**config.mk**
```make
export PLATFORM = sky130hd
export DESIGN_NAME = uart_frame_parser_crc16_flat
export DESIGN_NICKNAME = d
export VERILOG_FILES = /design/src/hw/rtl/ufp_pkg.sv /design/src/hw/rtl/ufp_if.sv /design/src/hw/rtl/uart_frame_parser_crc16.sv /design/src/hw/rtl/ufp_parser.sv /design/src/hw/rtl/ufp_outbuf.sv /design/src/flat_wrapper.sv
export SDC_FILE = /design/constraint.sdc
export NUM_CORES = 1
export LEC_CHECK = 0
export ABC_AREA = 0
export BUFFER_PORTS_ARGS = -buffer_cell sky130_fd_sc_hd__buf_4
export CAP_MARGIN = 20
export CORE_ASPECT_RATIO = 0.9
export CORE_UTILIZATION = 40
export CTS_BUF_LIST = sky130_fd_sc_hd__clkbuf_16
export CTS_CLUSTER_DIAMETER = 120
export CTS_CLUSTER_SIZE = 10
export DETAILED_ROUTE_END_ITERATION = 10
export PLACE_DENSITY = 0.6
export SLEW_MARGIN = 20
export SYNTH_ARGS = -nofsm -noshare
export SYNTH_HDL_FRONTEND = slang
export SYNTH_SLANG_ARGS = --single-unit
```
**constraint.sdc**
```tcl
create_clock -name clk_i -period 9.6 [get_ports clk_i]
set_input_delay 2.88 -clock clk_i [delete_from_list [all_inputs] [get_ports clk_i]]
set_output_delay 2.88 -clock clk_i [all_outputs]
set_load 0.05 [all_outputs]
```
**src/hw/rtl/ufp_pkg.sv**
```systemverilog
// Shared types and constants of the length-prefixed frame parser.
// Holds the result layout, phase and kind codes, and the CRC-16 byte update.
// No dependencies.
`default_nettype none

package ufp_pkg;

  localparam int unsigned HdrLen = 6;
  localparam logic [15:0] CrcPoly = 16'h1021;
  localparam logic [15:0] CrcMsb  = 16'h8000;
  localparam logic [15:0] CrcInit = 16'h0000;
  localparam logic [15:0] MaxPayloadRst = 16'd4096;
  localparam logic [15:0] IdleLimitRst  = 16'd50;

  // Configuration register indexes.
  localparam logic CfgMaxPayload = 1'b0;
  localparam logic CfgIdleLimit  = 1'b1;

  typedef enum logic [1:0] {
    KIND_PAYLOAD = 2'd0,
    KIND_FRAME   = 2'd1,
    KIND_OVERSIZE = 2'd2,
    KIND_TIMEOUT = 2'd3
  } kind_e;

  typedef enum logic [2:0] {
    PH_HEADER   = 3'b001,
    PH_PAYLOAD  = 3'b010,
    PH_CHECKSUM = 3'b100
  } phase_e;

  typedef struct packed {
    logic [15:0] max_payload;
    logic [15:0] idle_limit;
  } cfg_t;

  typedef struct packed {
    kind_e       kind;
    logic [7:0]  frame_type;
    logic [7:0]  frame_id;
    logic [15:0] frame_len;
    logic [7:0]  data_byte;
    logic        crc_ok;
    logic        last_byte;
  } res_t;

  // One byte of CRC-16/XMODEM, MSB first.
  function automatic logic [15:0] crc16_byte(logic [15:0] crc, logic [7:0] b);
    logic [15:0] c;
    c = crc ^ {b, 8'h00};
    for (int i = 0; i < 8; i++) begin
      if ((c & CrcMsb) != 16'h0000) begin
        c = {c[14:0], 1'b0} ^ CrcPoly;
      end else begin
        c = {c[14:0], 1'b0};
      end
    end
    return c;
  endfunction

endpackage

`default_nettype wire

```
**src/hw/rtl/ufp_if.sv**
```systemverilog
// Valid/ready channel interfaces of the frame parser: byte/tick input and result output.
// Depends on ufp_pkg.
`default_nettype none

interface ufp_in_if ();
  logic       valid;
  logic       ready;
  logic       cmd;
  logic [7:0] rx_byte;

  modport source (output valid, output cmd, output rx_byte, input ready);
  modport sink   (input valid, input cmd, input rx_byte, output ready);
endinterface

interface ufp_out_if import ufp_pkg::*; ();
  logic        valid;
  logic        ready;
  kind_e       kind;
  logic [7:0]  frame_type;
  logic [7:0]  frame_id;
  logic [15:0] frame_len;
  logic [7:0]  data_byte;
  logic        crc_ok;
  logic        last_byte;

  modport source (output valid, output kind, output frame_type, output frame_id,
                  output frame_len, output data_byte, output crc_ok,
                  output last_byte, input ready);
  modport sink   (input valid, input kind, input frame_type, input frame_id,
                  input frame_len, input data_byte, input crc_ok,
                  input last_byte, output ready);
endinterface

`default_nettype wire

```
**src/hw/rtl/uart_frame_parser_crc16.sv**
```systemverilog
// Top level of the length-prefixed frame parser with CRC-16/XMODEM check.
// Depends on ufp_pkg, ufp_if, ufp_parser and ufp_outbuf.
//
//   Channel   Role    Carries
//   in_i      sink    cmd (byte or idle tick), rx_byte
//   out_o     source  kind, frame_type, frame_id, frame_len, data_byte, crc_ok, last_byte
//   cfg_*     write   max_payload (index 0), idle_limit (index 1)
//
// Each transfer on in_i is handled in the cycle it is accepted: the phase logic and the
// byte-wide CRC update sit between the parser state registers and the result register,
// so one item is taken per cycle while in_ready is high, and each result is registered.
// in_ready drops only while the skid entry is occupied, which takes a stall of out_o.
// Reset is asynchronous and active low; it clears the parser state, the header bytes and
// loads the register defaults (max_payload 4096, idle_limit 50).
`default_nettype none

module uart_frame_parser_crc16 import ufp_pkg::*; (
  input  wire logic        clk_i,
  input  wire logic        rst_ni,
  ufp_in_if.sink           in_i,
  ufp_out_if.source        out_o,
  input  wire logic        cfg_we_i,
  input  wire logic        cfg_idx_i,
  input  wire logic [15:0] cfg_data_i
);

  cfg_t cfg_q;
  logic fire;
  logic res_vld;
  res_t res;
  logic buf_ready;

  // Configuration registers; the user must write them only while the block is idle, the block does not enforce it.
  always_ff @(posedge clk_i or negedge rst_ni) begin
    if (!rst_ni) begin
      cfg_q.max_payload <= MaxPayloadRst;
      cfg_q.idle_limit  <= IdleLimitRst;
    end else if (cfg_we_i) begin
      case (cfg_idx_i)
        CfgMaxPayload: cfg_q.max_payload <= cfg_data_i;
        CfgIdleLimit:  cfg_q.idle_limit  <= cfg_data_i;
        default: ;
      endcase
    end
  end

  // An input transfer happens whenever the result buffer has room for one more result.
  assign in_i.ready = buf_ready;
  assign fire       = in_i.valid && buf_ready;

  ufp_parser u_parser (
    .clk_i     (clk_i),
    .rst_ni    (rst_ni),
    .fire_i    (fire),
    .cmd_i     (in_i.cmd),
    .rx_byte_i (in_i.rx_byte),
    .cfg_i     (cfg_q),
    .res_vld_o (res_vld),
    .res_o     (res)
  );

  ufp_outbuf u_outbuf (
    .clk_i       (clk_i),
    .rst_ni      (rst_ni),
    .push_i      (res_vld),
    .push_data_i (res),
    .ready_o     (buf_ready),
    .out         (out_o)
  );

endmodule

`default_nettype wire

```
**src/hw/rtl/ufp_parser.sv**
```systemverilog
// Frame parser state: header capture, payload tagging, CRC tracking and idle timeout.
// Depends on ufp_pkg.
`default_nettype none

module ufp_parser import ufp_pkg::*; (
  input  wire logic       clk_i,
  input  wire logic       rst_ni,
  input  wire logic       fire_i,
  input  wire logic       cmd_i,
  input  wire logic [7:0] rx_byte_i,
  input  wire cfg_t       cfg_i,
  output logic            res_vld_o,
  output res_t            res_o
);

  phase_e      phase_q, phase_d;
  logic [2:0]  hcnt_q, hcnt_d;
  logic [7:0]  hs_q [HdrLen];
  logic [7:0]  hs_d [HdrLen];
  logic [15:0] pcnt_q, pcnt_d;
  logic [15:0] crc_q, crc_d;
  logic [7:0]  cklow_q, cklow_d;
  logic        ckcnt_q, ckcnt_d;
  logic [15:0] idle_q, idle_d;

  logic [15:0] idle_inc;
  logic [15:0] cur_len;
  logic [15:0] len_lo;
  logic        len_hi_nz;
  logic [15:0] pcnt_inc;
  logic [15:0] crc_upd;
  logic        mid;

  assign cur_len   = {hs_q[3], hs_q[2]};
  assign len_lo    = {hs_q[3], hs_q[2]};
  assign len_hi_nz = (rx_byte_i != 8'h00) || (hs_q[4] != 8'h00);
  assign idle_inc  = (idle_q == 16'hFFFF) ? idle_q : idle_q + 16'd1;
  assign pcnt_inc  = (pcnt_q == 16'hFFFF) ? pcnt_q : pcnt_q + 16'd1;
  assign crc_upd   = crc16_byte(crc_q, rx_byte_i);
  assign mid       = (phase_q != PH_HEADER) || (hcnt_q != 3'd0);

  always_comb begin
    phase_d = phase_q;
    hcnt_d  = hcnt_q;
    hs_d    = hs_q;
    pcnt_d  = pcnt_q;
    crc_d   = crc_q;
    cklow_d = cklow_q;
    ckcnt_d = ckcnt_q;
    idle_d  = idle_q;
    res_vld_o = 1'b0;
    res_o     = '0;

    if (fire_i) begin
      if (cmd_i) begin
        idle_d = idle_inc;
        if (mid && (idle_inc > cfg_i.idle_limit)) begin
          phase_d = PH_HEADER;
          hcnt_d  = 3'd0;
          pcnt_d  = 16'd0;
          crc_d   = CrcInit;
          cklow_d = 8'h00;
          ckcnt_d = 1'b0;
          res_vld_o  = 1'b1;
          res_o.kind = KIND_TIMEOUT;
        end
      end else begin
        idle_d = 16'd0;
        case (phase_q)
          PH_HEADER: begin
            if (hcnt_q > 3'(HdrLen - 1)) begin
              hcnt_d  = 3'd0;
              pcnt_d  = 16'd0;
              crc_d   = CrcInit;
              cklow_d = 8'h00;
              ckcnt_d = 1'b0;
            end else begin
              hs_d[hcnt_q] = rx_byte_i;
              if (hcnt_q < 3'd2) begin
                crc_d = crc_upd;
              end
              hcnt_d = hcnt_q + 3'd1;
              if (hcnt_q == 3'(HdrLen - 1)) begin
                hcnt_d = 3'd0;
                pcnt_d = 16'd0;
                if (len_hi_nz || (len_lo > cfg_i.max_payload)) begin
                  // Oversize header: report with the length saturated to 16 bits.
                  res_vld_o        = 1'b1;
                  res_o.kind       = KIND_OVERSIZE;
                  res_o.frame_type = hs_q[0];
                  res_o.frame_id   = hs_q[1];
                  res_o.frame_len  = len_hi_nz ? 16'hFFFF : len_lo;
                  phase_d = PH_HEADER;
                  crc_d   = CrcInit;
                  cklow_d = 8'h00;
                  ckcnt_d = 1'b0;
                end else if (!len_hi_nz && (len_lo == 16'd0)) begin
                  phase_d = PH_CHECKSUM;
                end else begin
                  phase_d = PH_PAYLOAD;
                end
              end
            end
          end
          PH_PAYLOAD: begin
            crc_d  = crc_upd;
            pcnt_d = pcnt_inc;
            if (pcnt_inc >= cur_len) begin
              phase_d = PH_CHECKSUM;
            end
            res_vld_o        = 1'b1;
            res_o.kind       = KIND_PAYLOAD;
            res_o.frame_type = hs_q[0];
            res_o.frame_id   = hs_q[1];
            res_o.frame_len  = cur_len;
            res_o.data_byte  = rx_byte_i;
            res_o.last_byte  = (pcnt_inc >= cur_len);
          end
          PH_CHECKSUM: begin
            if (!ckcnt_q) begin
              cklow_d = rx_byte_i;
              ckcnt_d = 1'b1;
            end else begin
              res_vld_o        = 1'b1;
              res_o.kind       = KIND_FRAME;
              res_o.frame_type = hs_q[0];
              res_o.frame_id   = hs_q[1];
              res_o.frame_len  = cur_len;
              res_o.crc_ok     = ({rx_byte_i, cklow_q} == crc_q);
              phase_d = PH_HEADER;
              hcnt_d  = 3'd0;
              pcnt_d  = 16'd0;
              crc_d   = CrcInit;
              cklow_d = 8'h00;
              ckcnt_d = 1'b0;
            end
          end
          default: begin
            phase_d = PH_HEADER;
            hcnt_d  = 3'd0;
            pcnt_d  = 16'd0;
            crc_d   = CrcInit;
            cklow_d = 8'h00;
            ckcnt_d = 1'b0;
          end
        endcase
      end
    end
  end

  always_ff @(posedge clk_i or negedge rst_ni) begin
    if (!rst_ni) begin
      phase_q <= PH_HEADER;
      hcnt_q  <= 3'd0;
      for (int i = 0; i < HdrLen; i++) begin
        hs_q[i] <= 8'h00;
      end
      pcnt_q  <= 16'd0;
      crc_q   <= CrcInit;
      cklow_q <= 8'h00;
      ckcnt_q <= 1'b0;
      idle_q  <= 16'd0;
    end else begin
      phase_q <= phase_d;
      hcnt_q  <= hcnt_d;
      hs_q    <= hs_d;
      pcnt_q  <= pcnt_d;
      crc_q   <= crc_d;
      cklow_q <= cklow_d;
      ckcnt_q <= ckcnt_d;
      idle_q  <= idle_d;
    end
  end

endmodule

`default_nettype wire

```
**src/hw/rtl/ufp_outbuf.sv**
```systemverilog
// Result register with one skid entry, so the parser keeps taking items while a
// result waits on the output channel. Depends on ufp_pkg and ufp_out_if.
`default_nettype none

module ufp_outbuf import ufp_pkg::*; (
  input  wire logic  clk_i,
  input  wire logic  rst_ni,
  input  wire logic  push_i,
  input  wire res_t  push_data_i,
  output logic       ready_o,
  ufp_out_if.source  out
);

  logic out_v_q, out_v_d;
  logic skid_v_q, skid_v_d;
  res_t out_q, out_d;
  res_t skid_q, skid_d;
  logic pop;

  assign pop     = out_v_q && out.ready;
  assign ready_o = !skid_v_q;

  always_comb begin
    out_v_d  = out_v_q;
    skid_v_d = skid_v_q;
    out_d    = out_q;
    skid_d   = skid_q;
    if (skid_v_q) begin
      if (pop) begin
        out_d    = skid_q;
        skid_v_d = 1'b0;
      end
    end else if (push_i) begin
      if (!out_v_q || pop) begin
        out_d   = push_data_i;
        out_v_d = 1'b1;
      end else begin
        skid_d   = push_data_i;
        skid_v_d = 1'b1;
      end
    end else if (pop) begin
      out_v_d = 1'b0;
    end
  end

  always_ff @(posedge clk_i or negedge rst_ni) begin
    if (!rst_ni) begin
      out_v_q  <= 1'b0;
      skid_v_q <= 1'b0;
    end else begin
      out_v_q  <= out_v_d;
      skid_v_q <= skid_v_d;
    end
  end

  always_ff @(posedge clk_i) begin
    out_q  <= out_d;
    skid_q <= skid_d;
  end

  assign out.valid      = out_v_q;
  assign out.kind       = out_q.kind;
  assign out.frame_type = out_q.frame_type;
  assign out.frame_id   = out_q.frame_id;
  assign out.frame_len  = out_q.frame_len;
  assign out.data_byte  = out_q.data_byte;
  assign out.crc_ok     = out_q.crc_ok;
  assign out.last_byte  = out_q.last_byte;

endmodule

`default_nettype wire
```
**src/flat_wrapper.sv**
```systemverilog
// flat-port wrapper written by rule: the top's interface ports become plain ports
module uart_frame_parser_crc16_flat import ufp_pkg::*;
  (clk_i, rst_ni, cfg_we_i, cfg_idx_i, cfg_data_i, in_i_valid, in_i_cmd, in_i_rx_byte, in_i_ready, out_o_valid, out_o_kind, out_o_frame_type, out_o_frame_id, out_o_frame_len, out_o_data_byte, out_o_crc_ok, out_o_last_byte, out_o_ready);
  ufp_in_if in_i_i ();
  ufp_out_if out_o_i ();
  input  wire logic clk_i;
  input  wire logic rst_ni;
  input  wire logic cfg_we_i;
  input  wire logic cfg_idx_i;
  input  wire logic [15:0] cfg_data_i;
  input wire logic [$bits(in_i_i.valid)-1:0] in_i_valid;
  input wire logic [$bits(in_i_i.cmd)-1:0] in_i_cmd;
  input wire logic [$bits(in_i_i.rx_byte)-1:0] in_i_rx_byte;
  output wire logic [$bits(in_i_i.ready)-1:0] in_i_ready;
  output wire logic [$bits(out_o_i.valid)-1:0] out_o_valid;
  output wire logic [$bits(out_o_i.kind)-1:0] out_o_kind;
  output wire logic [$bits(out_o_i.frame_type)-1:0] out_o_frame_type;
  output wire logic [$bits(out_o_i.frame_id)-1:0] out_o_frame_id;
  output wire logic [$bits(out_o_i.frame_len)-1:0] out_o_frame_len;
  output wire logic [$bits(out_o_i.data_byte)-1:0] out_o_data_byte;
  output wire logic [$bits(out_o_i.crc_ok)-1:0] out_o_crc_ok;
  output wire logic [$bits(out_o_i.last_byte)-1:0] out_o_last_byte;
  input wire logic [$bits(out_o_i.ready)-1:0] out_o_ready;
  assign in_i_i.valid = in_i_valid;
  assign in_i_i.cmd = in_i_cmd;
  assign in_i_i.rx_byte = in_i_rx_byte;
  assign in_i_ready = in_i_i.ready;
  assign out_o_valid = out_o_i.valid;
  assign out_o_kind = out_o_i.kind;
  assign out_o_frame_type = out_o_i.frame_type;
  assign out_o_frame_id = out_o_i.frame_id;
  assign out_o_frame_len = out_o_i.frame_len;
  assign out_o_data_byte = out_o_i.data_byte;
  assign out_o_crc_ok = out_o_i.crc_ok;
  assign out_o_last_byte = out_o_i.last_byte;
  assign out_o_i.ready = out_o_ready;
  uart_frame_parser_crc16 u_core (.clk_i(clk_i), .rst_ni(rst_ni), .in_i(in_i_i), .out_o(out_o_i), .cfg_we_i(cfg_we_i), .cfg_idx_i(cfg_idx_i), .cfg_data_i(cfg_data_i));
endmodule
```
==> flow_metrics.py, run 1 <==
metrics = {
    "status": {
        "outcome": "finished clean",
    },
    "cts": {
        "clk_latency_ns": 0.54,
        "clockRootBuffer": "clkbuf_16",
        "cts_made_buffers": 26,
        "cts.sinks": 225,
        "hold_buffers": 0,
        "post_cts_resized": 0,
        "post_cts_buffers": 0,
        "cts_buffer_depth": 3,
        "h-tree-depth": 1,
        "cts_tree": "done",
        "clk_pin_slew_ns": 0.06,
    },
    "timing": {
        "fin_ws_ns": 4.14,
        "rsz0062_at_grt": "false",
        "final-hold-violation-count": 0,
        "max_slew_margin": 0.328,
        "fin_crit_ns": 5.46,
        "setup_tns_ns": 0,
        "report.final.slew_viol_count": 0,
        "finalCritPeriodShare": 0.569,
        "worst_pin_slew_ns": 1.00,
        "max_freq_mhz": 183,
        "fin_skew_ns": 0.0187,
        "setup_viol": 0,
        "hold_ws_ns": 0.503,
    },
    "grt": {
        "grt_pass1_vias": 7612,
        "antenna_found_initial": 0,
        "grt_pass1_wl_mm": 44.4,
        "grt.overflow.total": 0,
        "grt_max_degree": 84,
        "grt_use_total": 0.195,
    },
    "worst_setup_path": {
        "crit_path_max_incr_delay_ns": 0.56,
        "cp-end-kind": "register",
        "crit_path_start_kind": "input pin",
        "cp_max_fo": 27,
        "crit_chain": "buf_4 > nand2b_1 > nor2_2 > a211oi_1 > o31ai_1 > o21ai_4 > a31o_2 > a21oi_4 > buf_4",
        "arrival_ns": 5.66,
        "crit_type": "input pin to register",
        "cp.required_ns": 9.80,
        "crit_top_cell": "buf_4",
        "slowest_stage": "a21oi_4",
    },
    "synthesis": {
        "synth_compound_area_frac": 0.129,
        "synth_seq_cells": 225,
        "synth_top_area_share": 0.290,
        "yosys-top-cells-area": "dfrtp_1 29%, edfxtp_1 23%, mux2_2 5.9%",
        "avgSynthCellArea_sq_um": 11.2,
        "muxShareOfSynthArea": 0.0673,
        "async_flop_share": 0.609,
        "synth-xor-area-share": 0.0422,
        "synth_ff_type": "dfrtp_1",
        "synth_seq_area_share": 0.533,
        "synth_top_family_by_area": "simple AND/OR/NAND/NOR gates",
        "synth_area_leader_cell": "dfrtp_1",
        "synth-simple-area-share": 0.130,
        "yosysWarnings": 0,
        "synth_area_sq_mm": 0.0114,
        "synth_fa_ha_area_frac": 0.0549,
        "synth_cells": 1016,
        "synth.most_common_cell": "dfrtp_1",
        "syn_nets": 1097,
        "netlist-cell-type-count": 64,
        "synth_common_cells": "132 x dfrtp_1, 90 x nand2_1, 88 x edfxtp_1, 63 x inv_1, 63 x nor2_1",
        "synth-edff-count": 88,
    },
    "drt": {
        "ant_nets": 0,
        "drt_iter0_drc": 729,
        "routedWlPerCell_um": 19.3,
        "top_layer": "met4",
        "drc_errors": 0,
        "dr.pass1.iters": 7,
        "postRouteWirelength_mm": 28.1,
        "vias": 7968,
        "route.met3.wl_mm": 1.45,
        "met1_length_mm": 13.9,
        "dr_wl_met2_mm": 12.0,
        "viasPerCell": 5.47,
    },
    "power": {
        "leakage_nw": 5.66,
        "switchingPower_w": 0.000974,
        "peakVddDrop_uv": 118,
        "pwr-share-seq": 0.454,
        "sw_frac_of_total": 0.334,
        "internal_power_w": 0.00195,
        "p_per_area_mw_per_mm2": 225,
        "p_clk_frac": 0.300,
        "finalPower_w": 0.00292,
        "comb_power_share": 0.246,
    },
    "finish": {
        "fill_cells": 2595,
        "num_antenna_cells": 0,
        "drive_gt1_frac": 0.180,
        "finalNetCount": 1158,
        "utilization": 0.463,
        "area_growth_pct": 13.8,
    },
    "worst_hold_path": {
        "hold_path.class": "register to register",
    },
    "floorplanning": {
        "die_h_um": 162,
        "die_x_um": 180,
        "die-area_sq_mm": 0.0292,
        "ios": 77,
        "core_sq_mm": 0.0280,
        "placementRows": 58,
        "start_util": 0.407,
    },
    "placement": {
        "gp_congestion": 0.897,
        "dpl.hpwl_mm": 19.4,
        "pre_cts_ws_ns": 3.58,
        "io_buffers": 76,
    },
    "job": {
        "drv_cap": 0,
    },
}
## path summary, 6_finish.rpt
kind	startpoint	to	slack, ns	depth (start not counted)
max	in_i_valid	u_core.u_outbuf.out.frame_type[4]	4.14	9
max in group asynchronous	rst_ni	u_core.u_parser.crc_q[15]	5.94	2
min in group asynchronous	rst_ni	u_core.u_parser.idle_q[6]	2.40	1
min	u_core.cfg_q[9]	u_core.cfg_q[9]	0.50	1
max reg2reg	u_core.u_parser.idle_q[0]	u_core.u_outbuf.out.frame_type[4]	4.69	14
min reg2reg	u_core.cfg_q[9]	u_core.cfg_q[9]	0.50	1
## power by group through the flow
stage                     clock network, W  registers [W]  logic (W)
final                             0.000877        0.00133   0.000718
after global routing              0.000936        0.00134   0.000804
after CTS                         0.000898        0.00132   0.000721
after detailed placement                 0        0.00134   0.000715
after global placement                   0        0.00134   0.000700
after floorplan                          0        0.00129   0.000534
## placed cells by master (no fill, tap or decap), types with 13 or more instances in the layout
| cell type | Yosys | final |
|---|---|---|
| a21oi_1 | 29 | 28 |
| o31ai_1 | 15 | 15 |
| and2_1 | 24 | 24 |
| xor2_1 | 13 | 13 |
| and3_1 | 22 | 22 |
| nor2_1 | 63 | 63 |
| buf_4 | 3 | 81 |
| nand4_1 | 13 | 13 |
| dfrtp_1 | 132 | 132 |
| a22o_1 | 26 | 26 |
| clkbuf_16 | 0 | 26 |
| nand3_1 | 25 | 25 |
| o21ai_1 | 16 | 16 |
| o2bb2ai_1 | 16 | 16 |
| ha_1 | 50 | 50 |
| xnor2_1 | 42 | 42 |
| inv_1 | 63 | 83 |
| a21o_1 | 23 | 23 |
| edfxtp_1 | 88 | 88 |
| nand2_1 | 90 | 90 |
| o21ai_0 | 43 | 43 |
| mux2_2 | 60 | 60 |
## sequential cells by signal, indices dropped and copies added, names as in the netlist
signal and cells:
u_core.cfg_q 32, u_core.u_outbuf.out.crc_ok 1, u_core.u_outbuf.out.data_byte 8, u_core.u_outbuf.out.frame_id 8
u_core.u_outbuf.out.frame_len 16, u_core.u_outbuf.out.frame_type 8, u_core.u_outbuf.out.kind 2, u_core.u_outbuf.out.last_byte 1
u_core.u_outbuf.out.valid 1, u_core.u_outbuf.skid_q 44, u_core.u_outbuf.skid_v_q 1, u_core.u_parser.ckcnt_q 1
u_core.u_parser.cklow_q 8, u_core.u_parser.crc_q 16, u_core.u_parser.cur_len 16, u_core.u_parser.hcnt_q 3
u_core.u_parser.hs_q 24, u_core.u_parser.idle_q 16, u_core.u_parser.pcnt_q 16, u_core.u_parser.phase_q 3
## per-stage QoR
step           instances  cell area [sq um]
2_1_floorplan       1016              11400
3_3_place_gp        1409              12200
3_5_place_dp        1409              12200
4_1_cts             1457              13000
5_1_grt             1457              13000
6_report            1457              13000
## kinds of logic (layout without fill, tap and decap cells)
group                      count (synthesis)  in the layout
AOI/OAI and AO/OA                        210            210
xor gates and xnor gates                  55             55
adders and majority gates                 50             50
buffers and inverters                    112            193
DFF                                      225            225
muxes                                     69             69
and+or+nand+nor                          295            295
## layer usage
layer / GRT usage / up-vias
met5: 0 / -
met4: 0.0580 / 0
met3: 0.0280 / 43
met2: 0.289 / 227
met1: 0.293 / 3909
li1: - / 3789
## area by class of cell
class | count | area, sq um | area share
Sequential cell | 225 | 6080 | 0.468
Inverter | 63 | 236 | 0.0182
Tap cell | 360 | 450 | 0.0347
Clock inverter | 22 | 98.8 | 0.00762
Timing Repair Buffer | 82 | 619 | 0.0477
Multi-Input combinational cell | 679 | 4850 | 0.373
Clock buffer | 26 | 651 | 0.0501
## critical path, delay by kind of cell
| family | cells | cell delay [ns] |
|---|---|---|
| compound gates | 5 | 1.47 |
| simple gates | 2 | 0.76 |
| buf+inv | 2 | 0.52 |
Note: power is estimated with default switching activity, not from simulation.
==> inputs of run 2 (changes only) <==
==> constraint.sdc (replaced) <==
create_clock -name clk_i -period 5.41 [get_ports clk_i]
set_input_delay 1.623 -clock clk_i [delete_from_list [all_inputs] [get_ports clk_i]]
set_output_delay 1.623 -clock clk_i [all_outputs]
set_load 0.05 [all_outputs]
==> run 2 against run 1 <==
Clock skew decreased by 0.0026 ns. Sequential share of layout area down 0.15 points. Largest cell class unchanged. Via count rose by 0.55%. Final cell count increased by 0.34%. Clock power rose by 77%. Die area is the same. Highest routed layer unchanged. Cell area increased by 0.33%. Count of clock-buffer cells in the layout did not move. Non-clock buffer count is 5 higher. Critical path depth rose by 6. Sequential cell count did not move.
==> flow_metrics.py, run 2 (synthesis results as in run 1) <==
metrics = {
    "status": {
        "outcome": "finished clean",
    },
    "worst_setup_path": {
        "crit_path_start_kind": "register",
        "cp-end-kind": "register",
        "crit_type": "register to register",
        "cp.required_ns": 5.58,
        "cp_max_fo": 44,
        "arrival_ns": 4.55,
        "worst_r2r_endpoint": "u_core.u_outbuf.skid_q[25]",
        "reg2regPathDepth": 15,
        "r2r_setup_slack_ns": 1.03,
        "r2r_start": "u_core.u_parser.idle_q[6]",
    },
    "floorplanning": {
        "placementRows": 58,
        "core_sq_mm": 0.0280,
        "ios": 77,
        "die-area_sq_mm": 0.0292,
        "start_util": 0.407,
        "die_h_um": 162,
        "die_x_um": 180,
    },
    "timing": {
        "max_freq_mhz": 228,
        "max_slew_margin": 0.459,
        "report.final.slew_viol_count": 0,
        "fin_skew_ns": 0.0161,
        "setup_tns_ns": 0,
        "finalCritPeriodShare": 0.809,
        "setup_viol": 0,
        "rsz0062_at_grt": "false",
        "final-hold-violation-count": 0,
        "fin_crit_ns": 4.38,
        "fin_ws_ns": 1.03,
        "worst_pin_slew_ns": 0.809,
    },
    "cts": {
        "cts_made_buffers": 26,
        "cts.sinks": 225,
        "hold_buffers": 0,
        "cts_buffer_depth": 3,
        "cts_tree": "done",
        "clockRootBuffer": "clkbuf_16",
        "post_cts_buffers": 0,
        "post_cts_resized": 0,
        "clk_pin_slew_ns": 0.06,
        "clk_latency_ns": 0.54,
        "h-tree-depth": 1,
    },
    "placement": {
        "dp.cells": 1414,
        "io_buffers": 76,
        "pre_cts_ws_ns": 1.09,
        "gp_congestion": 0.862,
        "dpl.hpwl_mm": 19.3,
    },
    "drt": {
        "drc_errors": 0,
        "dr.pass1.iters": 5,
        "ant_nets": 0,
        "postRouteWirelength_mm": 28.2,
        "drt_iter0_drc": 639,
        "routedWlPerCell_um": 19.3,
        "viasPerCell": 5.48,
        "vias": 8012,
    },
    "finish": {
        "fill_cells": 2567,
        "utilization": 0.465,
        "area_growth_pct": 14.2,
        "largest_reg_flops": 44,
        "final_common_cell": "dfrtp_1",
        "layout.cells.non_filler": 1462,
        "final_cell_mix": "132 x dfrtp_1, 90 x nand2_1, 88 x edfxtp_1",
        "drive_gt1_frac": 0.183,
        "reg_top3": "u_core.u_outbuf.skid_q: 44 flops, u_core.cfg_q: 32 flops, u_core.u_parser.hs_q: 24 flops",
        "largest-register": "u_core.u_outbuf.skid_q",
        "finalNetCount": 1163,
    },
    "power": {
        "p_per_area_mw_per_mm2": 395,
        "leakage_nw": 5.68,
        "peakVddDrop_uv": 233,
    },
    "worst_hold_path": {
        "whs_endpoint": "u_core.cfg_q[2]",
        "min_from": "u_core.cfg_q[2]",
        "hold_path.class": "register to register",
        "hold_path_depth": 1,
    },
    "job": {
        "drv_cap": 0,
    },
    "grt": {
        "antenna_found_initial": 1,
        "grt_pass1_wl_mm": 44.2,
        "grt_use_met3": 0.0233,
        "grtUsageMet1": 0.293,
        "grt.overflow.total": 0,
        "grt_max_degree": 74,
        "grt_util_met2": 0.294,
        "grt_pass1_vias": 7607,
        "globalRoute.busiestLayer": "met2",
        "grt_use_total": 0.195,
    },
}
## run 2: cell types whose count changed in the layout (fill, tap and decap cells not counted)
cell	previous run	this run
nor3b_2	1	0
nor3b_4	0	1
diode_2	0	1
inv_1	83	82
buf_4	81	86
## run 2: area by class of cell
class | count | area [sq um] | share of cell area
inverters | 63 | 236 | 0.0182
well taps | 360 | 450 | 0.0346
multi-input cells | 679 | 4850 | 0.373
clock inverters | 21 | 95.1 | 0.00730
clock buffers | 26 | 651 | 0.0500
flip-flops and latches | 225 | 6080 | 0.467
repair buffers | 87 | 657 | 0.0504
diodes | 1 | 2.50 | 0.000192
## run 2: worst max-delay path by stage
stage / start / to / depth (start not counted)
global placement: u_core.u_parser.idle_q[6] / u_core.u_outbuf.skid_q[13] / 15
floorplan: u_core.u_parser.idle_q[6] / u_core.u_outbuf.skid_q[0] / 15
finish: u_core.u_parser.idle_q[6] / u_core.u_outbuf.skid_q[25] / 15
detailed placement: u_core.u_parser.idle_q[6] / u_core.u_outbuf.skid_q[13] / 15
global route: u_core.u_parser.idle_q[0] / u_core.u_outbuf.skid_q[13] / 14
CTS: u_core.u_parser.idle_q[6] / u_core.u_outbuf.skid_q[18] / 15
## run 2: through the flow
stage	hold slack, ns	cell area (sq um)	power (W)
3_5_place_dp	0.492	12300	0.00362
2_1_floorplan	0.476	11400	0.00324
5_1_grt	0.509	13000	0.00543
3_3_place_gp	0.489	12300	0.00359
6_report	0.505	13000	0.00515
4_1_cts	0.508	13000	0.00518
## run 2: report_power, final
part / leakage, nW / internal (W) / switching (W) / total, W
clock network: 0.429 / 0.000863 / 0.000690 / 0.00155
logic: 2.71 / 0.000546 / 0.000709 / 0.00125
registers: 2.55 / 0.00205 / 0.000295 / 0.00234
total: 5.68 / 0.00346 / 0.00169 / 0.00515
## run 2: routing by layer
metal | routed length, um | share of wire
met1 | 13700 | 0.49
met2 | 12200 | 0.43
met3 | 1580 | 0.056
met4 | 728 | 0.026
met5 | 0 | 0
## run 2: critical path, cell delays in order, from the launching register on
cell and delay, ns:
dfrtp_1 0.47, and4_1 0.28, and2_1 0.20, nand3_1 0.11, nor2_1 0.20, nand3_1 0.11, mux2_1 0.35, ha_1 0.31
nand3_1 0.12, nor3_2 0.28, o21ai_0 0.13, a21oi_1 0.32, o21ai_4 0.11, a31o_2 0.30, nor3b_4 0.20, buf_4 0.52
